$ cat config.mk
export PLATFORM = sky130hd
export DESIGN_NAME = frame_demux_packetizer_unit
export DESIGN_NICKNAME = d
export VERILOG_FILES = /design/src/fdp_pkg.sv /design/src/fdp_frame_ram.sv /design/src/fdp_desc_fifo.sv /design/src/fdp_front.sv /design/src/fdp_back.sv /design/src/frame_demux_packetizer_unit.sv
export SDC_FILE = /design/constraint.sdc
export NUM_CORES = 2
export LEC_CHECK = 0
export ABC_AREA = 0
export BUFFER_PORTS_ARGS = -buffer_cell sky130_fd_sc_hd__buf_2
export CAP_MARGIN = 5
export CORE_MARGIN = 2
export CORE_UTILIZATION = 35
export CTS_BUF_LIST = sky130_fd_sc_hd__clkbuf_4
export DETAILED_ROUTE_END_ITERATION = 16
export SETUP_SLACK_MARGIN = 0.15
export SYNTH_ARGS = -nofsm -noshare
export SYNTH_HDL_FRONTEND = slang
export SYNTH_SLANG_ARGS = --single-unit
$ cat constraint.sdc
create_clock -name clk -period 7.1 [get_ports clk]
set_input_delay 1.065 -clock clk [delete_from_list [all_inputs] [get_ports clk]]
set_output_delay 1.065 -clock clk [all_outputs]
set_load 0.02 [all_outputs]
$ cat src/fdp_pkg.sv
package fdp_pkg;

  localparam int unsigned LEN_W  = 8;
  localparam int unsigned CHAN_W = 4;
  localparam int unsigned CNT_W  = 32;

  localparam logic [7:0] PAD_CHAR   = 8'h3F;
  localparam logic [7:0] CHAR_ZERO  = 8'h30;
  localparam logic [7:0] CHAR_NINE  = 8'h39;
  localparam logic [7:0] CHAR_UP_A  = 8'h41;
  localparam logic [7:0] CHAR_UP_F  = 8'h46;
  localparam logic [7:0] CHAR_LO_A  = 8'h61;
  localparam logic [7:0] CHAR_LO_F  = 8'h66;
  localparam logic [7:0] HEX_TEN    = 8'd10;

  localparam logic [CNT_W-1:0] CNT_MAX = '1;

  typedef enum logic [1:0] {
    KIND_GOOD,
    KIND_RAW,
    KIND_EMPTY,
    KIND_SKIP
  } desc_kind_t;

  typedef struct packed {
    desc_kind_t        kind;
    logic              bank;
    logic [LEN_W-1:0]  plen;
    logic [CHAN_W-1:0] chan;
  } desc_t;

  typedef enum logic [2:0] {
    B_IDLE,
    B_ADDR,
    B_DATA,
    B_FINISH,
    B_OUT
  } back_state_t;

  function automatic logic [4:0] hex_decode(input logic [7:0] c);
    logic [4:0] r;
    r = '0;
    if (c inside {[CHAR_ZERO:CHAR_NINE]}) begin
      r = {1'b1, 4'(c - CHAR_ZERO)};
    end else if (c inside {[CHAR_UP_A:CHAR_UP_F]}) begin
      r = {1'b1, 4'(c - CHAR_UP_A + HEX_TEN)};
    end else if (c inside {[CHAR_LO_A:CHAR_LO_F]}) begin
      r = {1'b1, 4'(c - CHAR_LO_A + HEX_TEN)};
    end
    return r;
  endfunction

  function automatic logic [CNT_W-1:0] sat_add(input logic [CNT_W-1:0] a,
                                               input logic [CNT_W-1:0] b);
    logic [CNT_W:0] s;
    s = {1'b0, a} + {1'b0, b};
    return s[CNT_W] ? CNT_MAX : s[CNT_W-1:0];
  endfunction

endpackage

$ cat src/fdp_frame_ram.sv
module fdp_frame_ram #(
  parameter int unsigned AW = 7
) (
  input  logic          clk,
  input  logic          wr_en,
  input  logic [AW-1:0] wr_addr,
  input  logic [7:0]    wr_data,
  input  logic          rd_en,
  input  logic [AW-1:0] rd_addr,
  output logic [7:0]    rd_data
);

  logic [7:0] mem [2**AW];

  always_ff @(posedge clk) begin
    if (wr_en) begin
      mem[wr_addr] <= wr_data;
    end
  end

  always_ff @(posedge clk) begin
    if (rd_en) begin
      rd_data <= mem[rd_addr];
    end
  end

endmodule

$ cat src/fdp_desc_fifo.sv
module fdp_desc_fifo import fdp_pkg::*; (
  input  logic  clk,
  input  logic  rst,
  input  logic  push,
  input  desc_t push_desc,
  input  logic  pop,
  output logic  full,
  output logic  not_empty,
  output desc_t head
);

  desc_t      slots [2];
  logic       wr_ptr;
  logic       rd_ptr;
  logic [1:0] count;

  assign full      = (count == 2'd2);
  assign not_empty = (count != 2'd0);
  assign head      = slots[rd_ptr];

  always_ff @(posedge clk) begin
    if (push) begin
      slots[wr_ptr] <= push_desc;
    end
  end

  always_ff @(posedge clk) begin
    if (rst) begin
      wr_ptr <= 1'b0;
      rd_ptr <= 1'b0;
      count  <= 2'd0;
    end else begin
      if (push) begin
        wr_ptr <= ~wr_ptr;
      end
      if (pop) begin
        rd_ptr <= ~rd_ptr;
      end
      case ({push, pop})
        2'b10:   count <= count + 2'd1;
        2'b01:   count <= count - 2'd1;
        default: count <= count;
      endcase
    end
  end

endmodule

$ cat src/fdp_front.sv
module fdp_front import fdp_pkg::*; #(
  parameter int unsigned MAX_FRAME    = 64,
  parameter int unsigned NUM_CHANNELS = 6,
  parameter int unsigned CW           = 6
) (
  input  logic          clk,
  input  logic          rst,
  input  logic          char_valid,
  output logic          char_stall,
  input  logic [7:0]    data_byte,
  input  logic          frame_end,
  input  logic          queue_full,
  output logic          push,
  output desc_t         push_desc,
  output logic          wr_en,
  output logic [CW:0]   wr_addr,
  output logic [7:0]    wr_data
);

  localparam logic [7:0] CHAN_LO = CHAR_ZERO + 8'd1;
  localparam logic [7:0] CHAN_HI = CHAR_ZERO + 8'(NUM_CHANNELS - 1);

  logic [CW-1:0] write_index;
  logic          overflow_flag;
  logic          bank;
  logic [7:0]    chan_char;

  logic          accept;
  logic [CW+3:0] plen_ext;
  logic [CW-1:0] plen;
  logic [4:0]    hex;
  logic          good;

  assign char_stall = queue_full;
  assign accept     = char_valid && !queue_full;

  assign wr_en   = accept && !frame_end && (write_index < CW'(MAX_FRAME - 1));
  assign wr_addr = {bank, write_index};
  assign wr_data = data_byte;

  assign plen_ext = (CW + 4)'(write_index) - (CW + 4)'(1);
  assign plen     = plen_ext[CW-1:0];
  assign hex      = hex_decode(data_byte);
  assign good     = hex[4] && (hex[3:0] == plen_ext[3:0]) &&
                    (chan_char inside {[CHAN_LO:CHAN_HI]});

  assign push = accept && frame_end;

  always_comb begin
    push_desc.bank = bank;
    push_desc.plen = LEN_W'(plen);
    push_desc.chan = CHAN_W'(chan_char - CHAR_ZERO);
    if (overflow_flag || write_index == '0) begin
      push_desc.kind = KIND_EMPTY;
    end else if (good) begin
      push_desc.kind = (plen == '0) ? KIND_SKIP : KIND_GOOD;
    end else begin
      push_desc.kind = (plen == '0) ? KIND_EMPTY : KIND_RAW;
    end
  end

  always_ff @(posedge clk) begin
    if (wr_en && write_index == '0) begin
      chan_char <= data_byte;
    end
  end

  always_ff @(posedge clk) begin
    if (rst) begin
      write_index   <= '0;
      overflow_flag <= 1'b0;
      bank          <= 1'b0;
    end else if (accept) begin
      if (frame_end) begin
        write_index   <= '0;
        overflow_flag <= 1'b0;
        bank          <= ~bank;
      end else if (wr_en) begin
        write_index <= write_index + CW'(1);
      end else begin
        overflow_flag <= 1'b1;
      end
    end
  end

endmodule

$ cat src/fdp_back.sv
module fdp_back import fdp_pkg::*; #(
  parameter int unsigned PACKET_LEN   = 7,
  parameter int unsigned NUM_CHANNELS = 6,
  parameter int unsigned CW           = 6
) (
  input  logic              clk,
  input  logic              rst,
  input  logic              desc_valid,
  input  desc_t             desc,
  output logic              pop,
  output logic              rd_en,
  output logic [CW:0]       rd_addr,
  input  logic [7:0]        rd_data,
  output logic              result_valid,
  input  logic              result_stall,
  output logic [2:0]        out_channel,
  output logic [55:0]       packet_bytes,
  output logic [2:0]        byte_count,
  output logic [5:0]        check_digit,
  output logic              is_rejected,
  output logic              last,
  output logic [CNT_W-1:0]  frames_total,
  output logic [CNT_W-1:0]  frames_rejected,
  output logic [CNT_W-1:0]  channel_bytes
);

  localparam int unsigned JW    = (PACKET_LEN > 1) ? $clog2(PACKET_LEN) : 1;
  localparam int unsigned NW    = $clog2(PACKET_LEN + 1);
  localparam int unsigned NCW   = $clog2(NUM_CHANNELS);
  localparam int unsigned ACC_W = PACKET_LEN * 8;

  back_state_t state, state_next;

  desc_kind_t       kind;
  logic             bank;
  logic [CW-1:0]    plen;
  logic [NCW-1:0]   chan;
  logic [CW-1:0]    pos;
  logic [JW-1:0]    lane;
  logic [ACC_W-1:0] acc;
  logic [NW-1:0]    real_count;
  logic [NW-1:0]    count;
  logic             final_pkt;

  logic [CNT_W-1:0] total_count;
  logic [CNT_W-1:0] reject_count;
  logic [CNT_W-1:0] byte_counters [NUM_CHANNELS];

  logic             start;
  logic             take;
  logic             load_out;
  logic             done_out;
  logic             payload_end;

  logic [CW-1:0]    pos_inc;
  logic [ACC_W+55:0] acc_ext;
  logic [NW+2:0]    count_ext;
  logic [NCW+2:0]   chan_ext;
  logic [7:0]       digit;
  logic [CNT_W-1:0] amount;
  logic [CNT_W-1:0] chan_sum;
  logic [ACC_W-1:0] acc_init;

  assign pos_inc     = pos + CW'(1);
  assign payload_end = (pos_inc == plen) || (lane == JW'(PACKET_LEN - 1));
  assign rd_addr     = {bank, pos_inc};
  assign acc_ext     = {56'd0, acc};
  assign count_ext   = {3'd0, count};
  assign chan_ext    = {3'd0, chan};
  assign digit       = CHAR_ZERO + 8'(real_count);
  assign amount      = (kind == KIND_GOOD) ? CNT_W'(PACKET_LEN + 1) : CNT_W'(count);
  assign chan_sum    = sat_add(byte_counters[chan], amount);
  assign acc_init    = (kind == KIND_GOOD) ? {PACKET_LEN{PAD_CHAR}} : '0;

  always_comb begin
    state_next = state;
    case (state)
      B_IDLE: begin
        if (desc_valid) begin
          case (desc.kind)
            KIND_SKIP:  state_next = B_IDLE;
            KIND_EMPTY: state_next = B_FINISH;
            default:    state_next = B_ADDR;
          endcase
        end
      end
      B_ADDR:   state_next = B_DATA;
      B_DATA:   state_next = payload_end ? B_FINISH : B_ADDR;
      B_FINISH: state_next = B_OUT;
      B_OUT: begin
        if (!result_stall) begin
          state_next = final_pkt ? B_IDLE : B_ADDR;
        end
      end
      default:  state_next = B_IDLE;
    endcase
  end

  always_comb begin
    start    = 1'b0;
    take     = 1'b0;
    load_out = 1'b0;
    done_out = 1'b0;
    rd_en    = 1'b0;
    pop      = 1'b0;
    case (state)
      B_IDLE: begin
        start = desc_valid;
        pop   = desc_valid && (desc.kind == KIND_SKIP);
      end
      B_ADDR:   rd_en = 1'b1;
      B_DATA:   take = 1'b1;
      B_FINISH: begin
        load_out = 1'b1;
        pop      = final_pkt;
      end
      B_OUT:    done_out = !result_stall;
      default:  start = 1'b0;
    endcase
  end

  always_ff @(posedge clk) begin
    if (rst) begin
      state <= B_IDLE;
    end else begin
      state <= state_next;
    end
  end

  always_ff @(posedge clk) begin
    if (start) begin
      kind       <= desc.kind;
      bank       <= desc.bank;
      plen       <= desc.plen[CW-1:0];
      chan       <= (desc.kind == KIND_GOOD) ? desc.chan[NCW-1:0] : '0;
      pos        <= '0;
      lane       <= '0;
      acc        <= (desc.kind == KIND_GOOD) ? {PACKET_LEN{PAD_CHAR}} : '0;
      real_count <= '0;
      count      <= '0;
      final_pkt  <= (desc.kind == KIND_EMPTY);
    end else if (take) begin
      acc[lane*8 +: 8] <= rd_data;
      real_count       <= real_count + NW'(rd_data != PAD_CHAR);
      count            <= count + NW'(1);
      pos              <= pos_inc;
      lane             <= lane + JW'(1);
      final_pkt        <= (pos_inc == plen);
    end else if (done_out && !final_pkt) begin
      lane       <= '0;
      acc        <= acc_init;
      real_count <= '0;
      count      <= '0;
    end
  end

  always_ff @(posedge clk) begin
    if (load_out) begin
      out_channel     <= chan_ext[2:0];
      packet_bytes    <= acc_ext[55:0];
      channel_bytes   <= chan_sum;
      frames_total    <= total_count;
      frames_rejected <= reject_count;
      last            <= final_pkt;
      if (kind == KIND_GOOD) begin
        byte_count  <= 3'(PACKET_LEN);
        check_digit <= digit[5:0];
        is_rejected <= 1'b0;
      end else begin
        byte_count  <= count_ext[2:0];
        check_digit <= '0;
        is_rejected <= 1'b1;
      end
    end
  end

  always_ff @(posedge clk) begin
    if (rst) begin
      result_valid <= 1'b0;
      total_count  <= '0;
      reject_count <= '0;
      for (int i = 0; i < NUM_CHANNELS; i++) begin
        byte_counters[i] <= '0;
      end
    end else begin
      if (start) begin
        total_count <= sat_add(total_count, CNT_W'(1));
        if (desc.kind == KIND_RAW || desc.kind == KIND_EMPTY) begin
          reject_count <= sat_add(reject_count, CNT_W'(1));
        end
      end
      if (load_out) begin
        byte_counters[chan] <= chan_sum;
        result_valid        <= 1'b1;
      end else if (done_out) begin
        result_valid <= 1'b0;
      end
    end
  end

endmodule

$ cat src/frame_demux_packetizer_unit.sv
// Channel   Handshake                  Payload
// char      char_valid / char_stall    data_byte, frame_end
// result    result_valid / result_stall out_channel, packet_bytes, byte_count,
//                                       check_digit, is_rejected, last,
//                                       frames_total, frames_rejected, channel_bytes
//
// Characters are taken one per cycle while char_stall is low and written into one of two frame banks.
// A frame end queues a descriptor; the packetizer takes it and reads the bank
// back byte by byte, each byte through an address state and a data state, then
// loads the result register in a finish state; it holds until the result transfer.
// The character side stalls only while both banks hold frames not yet read out.
// Reset is synchronous and clears the counters, the queue and the valid flags.
module frame_demux_packetizer_unit import fdp_pkg::*; #(
  parameter int unsigned MAX_FRAME    = 64,
  parameter int unsigned PACKET_LEN   = 7,
  parameter int unsigned NUM_CHANNELS = 6
) (
  input  logic             clk,
  input  logic             rst,
  input  logic             char_valid,
  output logic             char_stall,
  input  logic [7:0]       data_byte,
  input  logic             frame_end,
  output logic             result_valid,
  input  logic             result_stall,
  output logic [2:0]       out_channel,
  output logic [55:0]      packet_bytes,
  output logic [2:0]       byte_count,
  output logic [5:0]       check_digit,
  output logic             is_rejected,
  output logic             last,
  output logic [CNT_W-1:0] frames_total,
  output logic [CNT_W-1:0] frames_rejected,
  output logic [CNT_W-1:0] channel_bytes
);

  localparam int unsigned CW = $clog2(MAX_FRAME);

  logic        queue_full;
  logic        queue_valid;
  logic        push;
  logic        pop;
  desc_t       push_desc;
  desc_t       head;
  logic        wr_en;
  logic [CW:0] wr_addr;
  logic [7:0]  wr_data;
  logic        rd_en;
  logic [CW:0] rd_addr;
  logic [7:0]  rd_data;

  fdp_front #(
    .MAX_FRAME    (MAX_FRAME),
    .NUM_CHANNELS (NUM_CHANNELS),
    .CW           (CW)
  ) u_front (
    .clk        (clk),
    .rst        (rst),
    .char_valid (char_valid),
    .char_stall (char_stall),
    .data_byte  (data_byte),
    .frame_end  (frame_end),
    .queue_full (queue_full),
    .push       (push),
    .push_desc  (push_desc),
    .wr_en      (wr_en),
    .wr_addr    (wr_addr),
    .wr_data    (wr_data)
  );

  fdp_frame_ram #(
    .AW (CW + 1)
  ) u_ram (
    .clk     (clk),
    .wr_en   (wr_en),
    .wr_addr (wr_addr),
    .wr_data (wr_data),
    .rd_en   (rd_en),
    .rd_addr (rd_addr),
    .rd_data (rd_data)
  );

  fdp_desc_fifo u_queue (
    .clk       (clk),
    .rst       (rst),
    .push      (push),
    .push_desc (push_desc),
    .pop       (pop),
    .full      (queue_full),
    .not_empty (queue_valid),
    .head      (head)
  );

  fdp_back #(
    .PACKET_LEN   (PACKET_LEN),
    .NUM_CHANNELS (NUM_CHANNELS),
    .CW           (CW)
  ) u_back (
    .clk             (clk),
    .rst             (rst),
    .desc_valid      (queue_valid),
    .desc            (head),
    .pop             (pop),
    .rd_en           (rd_en),
    .rd_addr         (rd_addr),
    .rd_data         (rd_data),
    .result_valid    (result_valid),
    .result_stall    (result_stall),
    .out_channel     (out_channel),
    .packet_bytes    (packet_bytes),
    .byte_count      (byte_count),
    .check_digit     (check_digit),
    .is_rejected     (is_rejected),
    .last            (last),
    .frames_total    (frames_total),
    .frames_rejected (frames_rejected),
    .channel_bytes   (channel_bytes)
  );

endmodule
==> run metrics <==
status=complete, no violations; buffer count from post-CTS setup fixing=0; Global Route Usage Sum=16.4%; CTS Root Cell=clkbuf_4; reg2reg setup slack=2.21 ns; Worst EP arrival=approximately 6 ns; RSZ-0062 raised after global routing=false; vias per cell=5.12; cell area power density=approximately 350 nW/um2; sw frac=30.3%; Final #Nets=4084; slowest CP cell=nor4_4; CP cell instances=mux4_2, mux2_2, ha_1, a21o_1, a21oi_1, and3b_1, nand4_2, nor4_4, nor2_1, nor2_1; Async S/R FF share, synth=0%; Hold Fails Final Rpt=0; most frequent cells in the layout=edfxtp_1, clkbuf_4, nor2_1; Critical Path RT=slightly above 8 ns; worst vdd ir=around 250 uV; Post-Route WL=158 mm; Crit path top cell by count=nor2_1; post-synth cell types=77; largest net degree at the start of global routing=90; Tcrit/Tclk final=68.8%; IO Pins=181; R2R depth=10; number of global-route vias before repair=35868; #FFs+latches synth=1652; number of clock sinks=1652; kind of end point of the critical path=flip-flop; Inst Count DP=6096; normalized max-slew margin=24.7%; wire length of the first global-routing pass=233 mm; CP Buf/Inv Count=0; crit start category=flip-flop; slowest stage delay, CP=around 1.0 ns; register area share after synthesis=73.8%; 1st-pass router iterations=6; post-layout minimum cycle time=approximately 4.9 ns; # DRC=0; fmax=between 200 and 250 MHz; Worst Hold Launch=data_byte[3]; layout cells sized above 1=31.1%; post-synthesis instance area=roughly 66000 um2; Final HPWL DP=95.0 mm; max-cap violations=0; synth warn=0; CP top delay family=simple AND/OR/NAND/NOR gates; CTS clk-pin slew, worst paths=0.06 ns; Avg Inst Size Synth=between 15 and 20 um2; Mapped Cells=between 3000 and 4000; row cnt=about 160; Final Non-Filler Cells=6816; die boundary height=438 um; sequential share of power=45.4%; wire per inst=~23 um; Main synth FF type=edfxtp_1; via count=34886; hold endpoint=u_ram.mem[85][3]; grt total ovfl=0; net switching power=7910 uW; CTS resizes=0; initial antenna violation count=11; H-tree Lvls=5; Skew-Pair Late Insertion Delay=around 1.4 ns; DRT iter0 DRCs=roughly 3200; CTS Buffer Depth=4; Pint=18200 uW; Placer Congestion=0.785; total CTS buffers=433; chip width=between 400 and 500 um; P_leak=between 0.02 and 0.025 uW; Area growth syn-to-layout=13.7%; initial core utilization=roughly a third; IO buf count=around 180; CTS Hold Bufs=6; CTS tree=yes; power share of the clock group=29.9%; Crit Path Max Fanout=41; die area=192000 um2; Combinational Power Share=24.7%; Worst Hold Depth=1; Setup Crit Path Kind=reg2reg; Max Slew Vio Count=0; Worst-Margin Slew=1.13 ns; remaining antenna violation count after routing=0; EDFF count, synth=between 1500 and 2000; core area=187000 um2; post-synthesis net count=3588; setup TNS=0 ns; Final Setup Violations=0; HP Class=in2reg; reg-to-reg critical path endpoint=u_back.byte_counters[7][11]; skew final=0.184 ns; most common cell after layout, fill and taps aside=edfxtp_1
state kept, by name, indices dropped and copies added (netlist names), 24 cells and up, named ones only:
name                    flops
u_queue.slots              24
u_back.byte_counters      256
u_back.channel_bytes       32
u_back.reject_count        32
u_back.frames_rejected     32
u_ram.mem                1024
u_back.total_count         32
u_back.frames_total        32
u_back.packet_bytes        56
u_back.acc                 56
worst reg2reg max path, stage by stage, from the launching register on:
cell	delay, ns
dfxtp_4	0.89
mux4_2	0.62
mux2_2	0.27
ha_1	0.34
a21o_1	0.13
a21oi_1	0.08
and3b_1	0.29
nand4_2	0.40
nor4_4	1.04
nor2_1	0.33
nor2_1	0.25
how the worst max path moves through the flow:
stage	cells after the start	startpoint	end	slack, ns
floorplan	8	u_back.state[2]	u_back.byte_counters[4][0]	0.88
global placement	10	flip-flop	u_back.byte_counters[5][8]	2.29
detailed placement	10	flip-flop	u_back.byte_counters[5][11]	2.25
CTS	10	flip-flop	u_back.byte_counters[7][11]	2.13
global route	10	flip-flop	u_back.byte_counters[7][7]	1.92
finish	10	flip-flop	u_back.byte_counters[7][11]	2.21
synth_stat cells (all sizes together) (47+ instances only):
library cell,instances,area [um2]
a21oi,148,756
buf,71,415
clkbuf,113,424
dfxtp,99,1980
edfxtp,1553,46600
inv,57,214
mux2i,70,704
mux4,386,8740
nand2,128,483
nand3,64,325
nor2,389,1460
xor2,47,412
power groups by stage:
stage	clock network, uW	registers (uW)	logic (uW)
detailed placement	0	12100	6540
finish	7830	11900	6450
global placement	0	12100	6510
global route	8580	11900	6940
floorplan	0	11800	4760
CTS	8080	11900	6570
through the flow:
stage                     power (uW)  utilization, %  hold slack [ns]  instance area (um2)  setup WS [ns]
after global routing           27500            40.0           0.0331                74900           1.92
after global placement         18600            37.2            0.403                69800           2.29
after floorplan                16600               -            0.400                65900          0.879
after detailed placement       18600            37.2            0.405                69800           2.25
final                          26200            40.0            0.167                74900           2.21
after CTS                      26500            40.0          0.00842                74900           2.13
kinds of logic (layout without fill, tap and decap cells):
logic type               after synthesis  after routing  share of synthesized area [%]
AO/OA/AOI/OAI                        254            254                           2.33
XOR/XNOR                              85             85                           1.15
adder cells (fa/ha/maj)               29             29                          0.562
buffers and inverters                247           1015                           1.68
flip-flops                          1652           1652                           73.8
multiplexers                         480            480                           14.8
other                                  1              8                        0.00569
AND/OR/NAND/NOR                      798            798                           5.75
metal layers:
metal	GRT usage [%]	share of wire, %	vias to the layer above
met2	26.5	49	1312
met5	0	0.0082	-
met1	21.6	42	17943
li1	-	-	15365
met3	3.98	7.3	264
met4	5.47	2.2	2
area by class of cell:
cell class,count,area [um2]
clock inverter,87,455
inverter,57,219
sequential,1652,48600
tap,2495,3120
timing repair buffer,251,1540
multi-input combinational,1647,16300
clock buffer,620,4650
fill,17189,112000
antenna,7,17.5
(Power assumes the default switching activity.)
